===== src/rtl/assert_macros.svh =====
// Assertion helpers included by the mouse port unit RTL.
`ifndef ASSERT_MACROS_SVH
`define ASSERT_MACROS_SVH

`ifndef ASSERT_OFF

// Same-cycle implication, disabled while reset is asserted.
`define ASSERT_IMPL(lbl, clk, rstn, ante, cons) \
    lbl: assert property (@(posedge clk) disable iff (!rstn) (ante) |-> (cons)) \
        else $error("assertion failed");

// Next-cycle implication, disabled while reset is asserted.
`define ASSERT_NEXT(lbl, clk, rstn, ante, cons) \
    lbl: assert property (@(posedge clk) disable iff (!rstn) (ante) |=> (cons)) \
        else $error("assertion failed");

`else

`define ASSERT_IMPL(lbl, clk, rstn, ante, cons)
`define ASSERT_NEXT(lbl, clk, rstn, ante, cons)

`endif

`endif


===== src/rtl/snmport_pkg.sv =====
`timescale 1ns / 1ps

package snmport_pkg;

    localparam int HOST_W   = 32;
    localparam int CYCLE_W  = 48;
    localparam int DIV_W    = 16;
    localparam int STEP_W   = 8;
    localparam int MOVE_W   = 8;
    localparam int OP_W     = 3;
    localparam int CFG_IDX_W = 3;
    localparam int CFG_DATA_W = 16;
    localparam int S_DATA_W = 120;
    localparam int M_DATA_W = 8;
    localparam int CNT_W    = $clog2(HOST_W);

    localparam logic [DIV_W-1:0]  DIV_X_RST   = 16'd512;
    localparam logic [DIV_W-1:0]  DIV_Y_RST   = 16'd256;
    localparam logic [STEP_W-1:0] STEP_RST    = 8'd127;
    localparam logic [DIV_W-1:0]  TIMEOUT_RST = 16'd232;

    localparam logic [M_DATA_W-1:0] BASE_PRESSED  = 8'hE0;
    localparam logic [M_DATA_W-1:0] BASE_RELEASED = 8'hF0;
    localparam logic [MOVE_W-1:0]   SAT_MAX       = 8'h7F;
    localparam logic [MOVE_W-1:0]   SAT_MIN       = 8'h80;

    typedef enum logic [OP_W-1:0] {
        OP_SETPOS = 3'd0,
        OP_TICK   = 3'd1,
        OP_RISE   = 3'd2,
        OP_FALL   = 3'd3,
        OP_READ   = 3'd4
    } op_t;

    typedef enum logic [CFG_IDX_W-1:0] {
        REG_DIV_X   = 3'd0,
        REG_DIV_Y   = 3'd1,
        REG_STEP_X  = 3'd2,
        REG_STEP_Y  = 3'd3,
        REG_TIMEOUT = 3'd4
    } cfg_idx_t;

    typedef enum logic [1:0] {
        PH_XHI = 2'd0,
        PH_XLO = 2'd1,
        PH_YHI = 2'd2,
        PH_YLO = 2'd3
    } phase_t;

    typedef enum logic [3:0] {
        S_IDLE,
        S_DIV,
        S_SIGN,
        S_DIFF,
        S_UPD,
        S_READ,
        S_LATSUB,
        S_LATSAT,
        S_EMIT
    } state_t;

endpackage


===== src/rtl/strobed_nibble_mouse_port_unit.sv =====
`timescale 1ns / 1ps
// Set position: the 32-step bit-serial restoring divider (both axes), then sign, diff, update.
// Tick: diff, then update. Strobe edge: idle only, or latch subtract and saturate when it
// completes the cycle and latches. Port read: read, latch states if a timeout forces a latch,
// then emit (stalls on a full output register); s_tready returns as m_tvalid rises.
// rst_n (async, active low) clears phase, positions, goals, deltas and loads register defaults.
`include "assert_macros.svh"
module strobed_nibble_mouse_port_unit
    import snmport_pkg::*;
(
    input  logic                  clk,
    input  logic                  rst_n,
    input  logic                  s_tvalid,
    output logic                  s_tready,
    // host_x [31:0], host_y [63:32], now_cycle [111:64], left_button [112], zero pad
    input  logic [S_DATA_W-1:0]   s_tdata,
    // op [2:0]
    input  logic [OP_W-1:0]       s_tuser,
    output logic                  m_tvalid,
    input  logic                  m_tready,
    // port_value [7:0]
    output logic [M_DATA_W-1:0]   m_tdata,
    input  logic                  cfg_valid,
    output logic                  cfg_ready,
    input  logic [CFG_IDX_W-1:0]  cfg_index,
    input  logic [CFG_DATA_W-1:0] cfg_data
);

    state_t              state_reg, state_next;
    phase_t              phase_reg, phase_next;
    logic [CYCLE_W-1:0]  last_reg, last_next;
    logic [HOST_W-1:0]   pos_x_reg, pos_x_next, pos_y_reg, pos_y_next;
    logic [HOST_W-1:0]   goal_x_reg, goal_x_next, goal_y_reg, goal_y_next;
    logic [HOST_W-1:0]   held_x_reg, held_x_next, held_y_reg, held_y_next;
    logic [MOVE_W-1:0]   move_x_reg, move_x_next, move_y_reg, move_y_next;
    logic [DIV_W-1:0]    divx_reg, divx_next, divy_reg, divy_next;
    logic [STEP_W-1:0]   stepx_reg, stepx_next, stepy_reg, stepy_next;
    logic [DIV_W-1:0]    tmo_reg, tmo_next;
    logic                out_valid_reg, out_valid_next;

    op_t                 op_reg, op_next;
    logic [CYCLE_W-1:0]  now_reg, now_next;
    logic                btn_reg, btn_next;
    logic                negx_reg, negx_next, negy_reg, negy_next;
    logic [HOST_W-1:0]   qx_reg, qx_next, qy_reg, qy_next;
    logic [DIV_W-1:0]    remx_reg, remx_next, remy_reg, remy_next;
    logic [CNT_W-1:0]    cnt_reg, cnt_next;
    logic [HOST_W:0]     difx_reg, difx_next, dify_reg, dify_next;
    logic                ltx_reg, ltx_next, lty_reg, lty_next;
    logic [M_DATA_W-1:0] out_data_reg, out_data_next;

    logic                accept;
    logic                out_free;
    logic                tmo_hit;
    op_t                 in_op;
    logic [HOST_W-1:0]   in_host_x, in_host_y;
    logic [CYCLE_W-1:0]  in_now;
    logic                in_btn;
    logic [2*DIV_W+HOST_W-DIV_W-1:0] stepx_res, stepy_res;

    // One restoring division step: returns {remainder, quotient shift register}.
    function automatic logic [DIV_W+HOST_W-1:0] div_step(input logic [DIV_W-1:0] rem,
                                                         input logic [HOST_W-1:0] q,
                                                         input logic [DIV_W-1:0] d);
        logic [DIV_W:0]   trial;
        logic [DIV_W:0]   dd;
        logic [DIV_W-1:0] rem_n;
        logic             bit_n;
        trial = {rem, q[HOST_W-1]};
        dd    = {1'b0, (d == '0) ? DIV_W'(1) : d};
        if (trial >= dd)
        begin
            rem_n = DIV_W'(trial - dd);
            bit_n = 1'b1;
        end
        else
        begin
            rem_n = trial[DIV_W-1:0];
            bit_n = 1'b0;
        end
        return {rem_n, q[HOST_W-2:0], bit_n};
    endfunction

    function automatic logic [MOVE_W-1:0] sat8(input logic [HOST_W:0] d);
        if (d[HOST_W:MOVE_W-1] == {(HOST_W-MOVE_W+2){d[HOST_W]}})
            return d[MOVE_W-1:0];
        else if (d[HOST_W])
            return SAT_MIN;
        else
            return SAT_MAX;
    endfunction

    assign in_op     = op_t'(s_tuser);
    assign in_host_x = s_tdata[HOST_W-1:0];
    assign in_host_y = s_tdata[2*HOST_W-1:HOST_W];
    assign in_now    = s_tdata[2*HOST_W+CYCLE_W-1:2*HOST_W];
    assign in_btn    = s_tdata[2*HOST_W+CYCLE_W];

    assign accept   = s_tvalid && s_tready;
    assign out_free = !out_valid_reg || m_tready;
    assign tmo_hit  = (phase_reg != PH_XHI) &&
                      ({1'b0, now_reg} > ({1'b0, last_reg} + {{(CYCLE_W-DIV_W+1){1'b0}}, tmo_reg}));

    assign stepx_res = div_step(remx_reg, qx_reg, divx_reg);
    assign stepy_res = div_step(remy_reg, qy_reg, divy_reg);

    assign m_tvalid = out_valid_reg;
    assign m_tdata  = out_data_reg;

    // Next state
    always_comb
    begin
        state_next = state_reg;
        case (state_reg)
            S_IDLE:
            begin
                if (accept)
                begin
                    case (in_op)
                        OP_SETPOS: state_next = S_DIV;
                        OP_TICK:   state_next = S_DIFF;
                        OP_FALL:   state_next = (phase_reg == PH_YLO) ? S_LATSUB : S_IDLE;
                        OP_READ:   state_next = S_READ;
                        default:   state_next = S_IDLE;
                    endcase
                end
            end
            S_DIV:    state_next = (&cnt_reg) ? S_SIGN : S_DIV;
            S_SIGN:   state_next = S_DIFF;
            S_DIFF:   state_next = S_UPD;
            S_UPD:    state_next = S_IDLE;
            S_READ:   state_next = tmo_hit ? S_LATSUB : S_EMIT;
            S_LATSUB: state_next = S_LATSAT;
            S_LATSAT: state_next = (op_reg == OP_READ) ? S_EMIT : S_IDLE;
            S_EMIT:   state_next = out_free ? S_IDLE : S_EMIT;
            default:  state_next = S_IDLE;
        endcase
    end

    // Handshake outputs
    always_comb
    begin
        s_tready  = (state_reg == S_IDLE);
        cfg_ready = 1'b1;
    end

    // Datapath
    always_comb
    begin
        phase_next     = phase_reg;
        last_next      = last_reg;
        pos_x_next     = pos_x_reg;
        pos_y_next     = pos_y_reg;
        goal_x_next    = goal_x_reg;
        goal_y_next    = goal_y_reg;
        held_x_next    = held_x_reg;
        held_y_next    = held_y_reg;
        move_x_next    = move_x_reg;
        move_y_next    = move_y_reg;
        divx_next      = divx_reg;
        divy_next      = divy_reg;
        stepx_next     = stepx_reg;
        stepy_next     = stepy_reg;
        tmo_next       = tmo_reg;
        out_valid_next = out_valid_reg;
        op_next        = op_reg;
        now_next       = now_reg;
        btn_next       = btn_reg;
        negx_next      = negx_reg;
        negy_next      = negy_reg;
        qx_next        = qx_reg;
        qy_next        = qy_reg;
        remx_next      = remx_reg;
        remy_next      = remy_reg;
        cnt_next       = cnt_reg;
        difx_next      = difx_reg;
        dify_next      = dify_reg;
        ltx_next       = ltx_reg;
        lty_next       = lty_reg;
        out_data_next  = out_data_reg;

        if (out_valid_reg && m_tready)
            out_valid_next = 1'b0;

        if (cfg_valid && cfg_ready)
        begin
            case (cfg_idx_t'(cfg_index))
                REG_DIV_X:   divx_next  = cfg_data;
                REG_DIV_Y:   divy_next  = cfg_data;
                REG_STEP_X:  stepx_next = cfg_data[STEP_W-1:0];
                REG_STEP_Y:  stepy_next = cfg_data[STEP_W-1:0];
                REG_TIMEOUT: tmo_next   = cfg_data;
                default:     ;
            endcase
        end

        case (state_reg)
            S_IDLE:
            begin
                if (accept)
                begin
                    op_next  = in_op;
                    now_next = in_now;
                    btn_next = in_btn;
                    case (in_op)
                        OP_SETPOS:
                        begin
                            negx_next = in_host_x[HOST_W-1];
                            negy_next = in_host_y[HOST_W-1];
                            qx_next   = in_host_x[HOST_W-1] ? -in_host_x : in_host_x;
                            qy_next   = in_host_y[HOST_W-1] ? -in_host_y : in_host_y;
                            remx_next = '0;
                            remy_next = '0;
                            cnt_next  = '0;
                        end
                        OP_RISE:
                        begin
                            if (phase_reg == PH_XHI)
                                phase_next = PH_XLO;
                            else if (phase_reg == PH_YHI)
                                phase_next = PH_YLO;
                            last_next = in_now;
                        end
                        OP_FALL:
                        begin
                            if (phase_reg == PH_XLO)
                                phase_next = PH_YHI;
                            else if (phase_reg == PH_YLO)
                                phase_next = PH_XHI;
                            last_next = in_now;
                        end
                        default: ;
                    endcase
                end
            end
            S_DIV:
            begin
                {remx_next, qx_next} = stepx_res;
                {remy_next, qy_next} = stepy_res;
                cnt_next = cnt_reg + CNT_W'(1);
            end
            S_SIGN:
            begin
                goal_x_next = negx_reg ? -qx_reg : qx_reg;
                goal_y_next = negy_reg ? -qy_reg : qy_reg;
            end
            S_DIFF:
            begin
                // hold distance as a magnitude plus direction
                ltx_next  = ($signed(goal_x_reg) < $signed(pos_x_reg));
                lty_next  = ($signed(goal_y_reg) < $signed(pos_y_reg));
                difx_next = ltx_next ?
                    ({pos_x_reg[HOST_W-1], pos_x_reg} - {goal_x_reg[HOST_W-1], goal_x_reg}) :
                    ({goal_x_reg[HOST_W-1], goal_x_reg} - {pos_x_reg[HOST_W-1], pos_x_reg});
                dify_next = lty_next ?
                    ({pos_y_reg[HOST_W-1], pos_y_reg} - {goal_y_reg[HOST_W-1], goal_y_reg}) :
                    ({goal_y_reg[HOST_W-1], goal_y_reg} - {pos_y_reg[HOST_W-1], pos_y_reg});
            end
            S_UPD:
            begin
                if (op_reg == OP_SETPOS)
                begin
                    // jump when the distance divided by eight (rounded down) exceeds the step limit
                    if (difx_reg[HOST_W:3] > {{(HOST_W-STEP_W-2){1'b0}}, stepx_reg})
                        pos_x_next = goal_x_reg;
                    if (dify_reg[HOST_W:3] > {{(HOST_W-STEP_W-2){1'b0}}, stepy_reg})
                        pos_y_next = goal_y_reg;
                end
                else
                begin
                    if (difx_reg <= {{(HOST_W-STEP_W+1){1'b0}}, stepx_reg})
                        pos_x_next = goal_x_reg;
                    else if (ltx_reg)
                        pos_x_next = pos_x_reg - {{(HOST_W-STEP_W){1'b0}}, stepx_reg};
                    else
                        pos_x_next = pos_x_reg + {{(HOST_W-STEP_W){1'b0}}, stepx_reg};
                    if (dify_reg <= {{(HOST_W-STEP_W+1){1'b0}}, stepy_reg})
                        pos_y_next = goal_y_reg;
                    else if (lty_reg)
                        pos_y_next = pos_y_reg - {{(HOST_W-STEP_W){1'b0}}, stepy_reg};
                    else
                        pos_y_next = pos_y_reg + {{(HOST_W-STEP_W){1'b0}}, stepy_reg};
                end
            end
            S_READ:
            begin
                if (tmo_hit)
                    phase_next = PH_XHI;
            end
            S_LATSUB:
            begin
                difx_next   = {held_x_reg[HOST_W-1], held_x_reg} - {pos_x_reg[HOST_W-1], pos_x_reg};
                dify_next   = {pos_y_reg[HOST_W-1], pos_y_reg} - {held_y_reg[HOST_W-1], held_y_reg};
                held_x_next = pos_x_reg;
                held_y_next = pos_y_reg;
            end
            S_LATSAT:
            begin
                move_x_next = sat8(difx_reg);
                move_y_next = sat8(dify_reg);
            end
            S_EMIT:
            begin
                if (out_free)
                begin
                    out_valid_next = 1'b1;
                    out_data_next  = btn_reg ? BASE_PRESSED : BASE_RELEASED;
                    case (phase_reg)
                        PH_XHI:  out_data_next[3:0] = move_x_reg[7:4];
                        PH_XLO:  out_data_next[3:0] = move_x_reg[3:0];
                        PH_YHI:  out_data_next[3:0] = move_y_reg[7:4];
                        default: out_data_next[3:0] = move_y_reg[3:0];
                    endcase
                end
            end
            default: ;
        endcase
    end

    always_ff @(posedge clk or negedge rst_n)
    begin
        if (!rst_n)
        begin
            state_reg     <= S_IDLE;
            phase_reg     <= PH_XHI;
            last_reg      <= '0;
            pos_x_reg     <= '0;
            pos_y_reg     <= '0;
            goal_x_reg    <= '0;
            goal_y_reg    <= '0;
            held_x_reg    <= '0;
            held_y_reg    <= '0;
            move_x_reg    <= '0;
            move_y_reg    <= '0;
            divx_reg      <= DIV_X_RST;
            divy_reg      <= DIV_Y_RST;
            stepx_reg     <= STEP_RST;
            stepy_reg     <= STEP_RST;
            tmo_reg       <= TIMEOUT_RST;
            out_valid_reg <= 1'b0;
        end
        else
        begin
            state_reg     <= state_next;
            phase_reg     <= phase_next;
            last_reg      <= last_next;
            pos_x_reg     <= pos_x_next;
            pos_y_reg     <= pos_y_next;
            goal_x_reg    <= goal_x_next;
            goal_y_reg    <= goal_y_next;
            held_x_reg    <= held_x_next;
            held_y_reg    <= held_y_next;
            move_x_reg    <= move_x_next;
            move_y_reg    <= move_y_next;
            divx_reg      <= divx_next;
            divy_reg      <= divy_next;
            stepx_reg     <= stepx_next;
            stepy_reg     <= stepy_next;
            tmo_reg       <= tmo_next;
            out_valid_reg <= out_valid_next;
        end
    end

    always_ff @(posedge clk)
    begin
        op_reg       <= op_next;
        now_reg      <= now_next;
        btn_reg      <= btn_next;
        negx_reg     <= negx_next;
        negy_reg     <= negy_next;
        qx_reg       <= qx_next;
        qy_reg       <= qy_next;
        remx_reg     <= remx_next;
        remy_reg     <= remy_next;
        cnt_reg      <= cnt_next;
        difx_reg     <= difx_next;
        dify_reg     <= dify_next;
        ltx_reg      <= ltx_next;
        lty_reg      <= lty_next;
        out_data_reg <= out_data_next;
    end

    `ASSERT_NEXT(a_latch_phase, clk, rst_n, state_reg == S_LATSAT, phase_reg == PH_XHI)
    `ASSERT_NEXT(a_div_exit, clk, rst_n, state_reg == S_DIV,
                 state_reg == S_DIV || state_reg == S_SIGN)
    `ASSERT_IMPL(a_out_base, clk, rst_n, m_tvalid, m_tdata[7:5] == 3'b111)
    `ASSERT_NEXT(a_nibble_xhi, clk, rst_n,
                 state_reg == S_EMIT && out_free && phase_reg == PH_XHI,
                 m_tvalid && m_tdata[3:0] == $past(move_x_reg[7:4]))

endmodule

===== config.mk =====
export PLATFORM = sky130hd
export DESIGN_NAME = strobed_nibble_mouse_port_unit
export DESIGN_NICKNAME = d
export VERILOG_FILES = /design/src/rtl/snmport_pkg.sv /design/src/rtl/strobed_nibble_mouse_port_unit.sv
export VERILOG_INCLUDE_DIRS = /design/src /design/src/rtl
export SDC_FILE = /design/constraint.sdc
export NUM_CORES = 2
export LEC_CHECK = 0
export BUFFER_PORTS_ARGS = -buffer_cell sky130_fd_sc_hd__buf_2
export CAP_MARGIN = 5
export CORE_MARGIN = 5
export CORE_UTILIZATION = 64
export DETAILED_ROUTE_END_ITERATION = 8
export GPL_TIMING_DRIVEN = 0
export HOLD_SLACK_MARGIN = 0.03
export PLACE_DENSITY_LB_ADDON = 0.1
export SLEW_MARGIN = 20
export SYNTH_ARGS = -nofsm -noshare
export SYNTH_HDL_FRONTEND = slang
export SYNTH_SLANG_ARGS = --single-unit

===== constraint.sdc =====
create_clock -name clk -period 15 [get_ports clk]
set_input_delay 4.5 -clock clk [delete_from_list [all_inputs] [get_ports clk]]
set_output_delay 4.5 -clock clk [all_outputs]
set_load 0.02 [all_outputs]

==> metrics.txt <==
status completed; Reg2Reg Launch Point last_reg[0]$_DFFE_PN0P_; fin crit share 45.9%; share of cells above drive strength 1 8.73%; CTS tree done; Global Route met2 Usage 48.9%; Final Hold Viols 0; core area approximately 0.064 mm^2; Netlist cell types 90; WP data arrival 7.27 ns; pre-CTS setup slack 7.45 ns; Fin Setup TNS 0 ns; hold endpoint move_y_reg[1]$_DFFE_PN0P_; total CTS buffers 59; Post-DP HPWL between 90000 and 100000 um; Hold Path Class reg2reg; Iter 0 DRT Violations 3454; Area Overhead vs Synth 9.83%; via count between 30000 and 40000; GR Overflow Total 0; Clock Skews 0.0521 ns; Setup Buffers After CTS 0; final net count 5439; H-Tree Depth 2; Hold Startpoint move_y_reg[1]$_DFFE_PN0P_; detailed-route wire length around 120000 um; grt met1 use ~48%; ys async rst share between 50% and 60%; number of core rows 93; IO Pins 158; reg2reg end phase_reg[1]$_DFFE_PN0P_; RSZ-0062 raised after global routing no; DRC 0; DP Area 0.0438 mm^2; gpl congestion ~1; clock sinks ~560; Seq/Total Area, Yosys 36.1%; CP endpoint kind flip-flop; top cell type's share of synthesized area 18.4%; largest net degree at the start of global routing ~100; initial antenna violation count 2; CP max stage delay 0.52 ns; die area 0.0703 mm^2; DRT antenna net count 0; Synth Register Bits 555; Via density roughly 6.2; syn_area_per_cell 8.94 um^2; Synth area leader dfrtp_1; IO buf count 146; most instantiated cells after synthesis 462 x o21ai_0, 450 x nand2_1, 429 x a21oi_1; number of max-cap violations 0; initial core utilization 64.7%; most instantiated library cell after synthesis o21ai_0; final worst slack 8.11 ns; Final Critical Period between 6 and 7 ns; total track usage 32.7%; critical-path cell list buf_2 -> or4_4 -> or3_4 -> nor3_1 -> or3b_1 -> or4_1 -> o21ai_1 -> xor2_1 -> o21ai_0; FF-to-FF setup slack 9.19 ns; Filler cells 5243; Crit-path slowest cell or4_4; Worst Tran Pin Value 1.10 ns; worst skew pair latency 0.66 ns; Top FF cell, synth dfrtp_1; Yosys warning total 0; Die Y 265 um; Initial DRT Pass Iterations 6; fmax 145 MHz; Max FO, Critical Path 4; global routing usage on met3 8.89%; count of flip-flops with a built-in enable after synthesis 228; chip width roughly 270 um; Rel. slew slack between 20% and 30%; Clock Tree Buf Depth 3; CTS Root Buffer Type clkbuf_16; Slew Limit Fails 0; WL/cell 20.5 um; Critical Path RT 15.38 ns; first-pass GRT wire length around 180000 um; fin area between 0.04 and 0.05 mm^2; cell depth of the worst flop-to-flop path 24; Worst setup SP type input port; Hold Path Stages 2; vias in the first global route ~33000; GR peak layer met2; Reg clk slew, reported paths 0.06 ns; synth top area cells dfrtp_1 18%, edfxtp_1 16%, ha_1 12%; mapped cell area 0.0417 mm^2; CP Class in2reg; cts repair resizes 0; Gate Count Post-Synth 4662; CTS hold repair buffers 0; endpoints failing setup 0
stage by stage:
| stage | util (%) | instances | hold WS (ns) |
|---|---|---|---|
| 6_report | 71.0 | 5795 | 0.484 |
| 3_3_place_gp | 67.5 | 5666 | 0.459 |
| 3_5_place_dp | 67.9 | 5681 | 0.475 |
| 5_1_grt | 71.0 | 5793 | 0.515 |
| 4_1_cts | 71.0 | 5793 | 0.487 |
| 2_1_floorplan | - | 4665 | 0.445 |
per-layer routing:
metal / vias to the layer above / routed length [um]
met3: 136 / 12400
met1: 17012 / 53600
met5: - / 0
li1: 17187 / -
met2: 1411 / 50500
met4: 0 / 2400
worst max-delay path by stage:
stage	from	endpoint	slack, ns	cells past startpoint
final	s_tdata[8]	qx_reg[24]$_DFFE_PP_	8.11	9
after global routing	s_tdata[40]	qy_reg[29]$_DFFE_PP_	7.90	10
after CTS	s_tdata[8]	qx_reg[28]$_DFFE_PP_	8.14	9
after detailed placement	s_tdata[40]	qy_reg[25]$_DFFE_PP_	7.45	10
after global placement	s_tuser[1]	qy_reg[25]$_DFFE_PP_	1.21	4
after floorplan	s_tuser[1]	cnt_reg[0]$_SDFFCE_PN0P_	4.21	3
logic make-up after synthesis:
logic type,synth area share [%]
AO/OA/AOI/OAI,20.6
XOR/XNOR,7.67
adder cells (fa/ha/maj),12.4
buffers and inverters,4.53
flip-flops,36.1
multiplexers,4.84
other,0.00900
AND/OR/NAND/NOR,13.9
cell usage in the layout (no fill, tap or decap), types with 14 or more instances in the layout:
master and instances:
o21ai_0 462, nand2_1 450, a21oi_1 429, ha_1 394, nor2_1 331, dfrtp_1 307
inv_1 303, edfxtp_1 228, xor2_1 216, buf_2 161, a21o_1 160, xnor2_1 149
clkbuf_1 148, mux2i_1 105, mux2_2 78, nand4_1 63, nand3_1 62, clkbuf_16 59
nand2b_1 54, a211oi_1 52, nor2b_1 50, nor3_1 48, o31ai_1 42, a31oi_1 41
and3_1 38, o21bai_1 36, nor4_1 33, or3_1 33, o21a_1 31, dfstp_2 20
a21boi_0 18, buf_1 16, o41ai_1 16, o211ai_1 15, a31o_2 14, and2_1 14
critical path: cells and delay by family:
| family | cells | cell delay (ns) |
|---|---|---|
| AO/OA/AOI/OAI | 2 | 0.30 |
| buffers and inverters | 1 | 0.12 |
| XOR/XNOR | 1 | 0.21 |
| AND/OR/NAND/NOR | 5 | 2.13 |
layout make-up:
class,count,area (um^2),share of cell area (%)
Tap cell,855,1070,2.34
Buffer,177,741,1.62
Antenna cell,2,5.00,0.0109
Clock buffer,81,1640,3.58
Multi-Input combinational cell,3628,24800,54.1
Timing Repair Buffer,161,976,2.13
Clock inverter,31,359,0.784
Sequential cell,555,15100,32.9
Inverter,305,1150,2.51
Power is left out: the tool's default activity adds up to more than one toggle a clock period on the data nets, which glitch-free logic cannot reach.
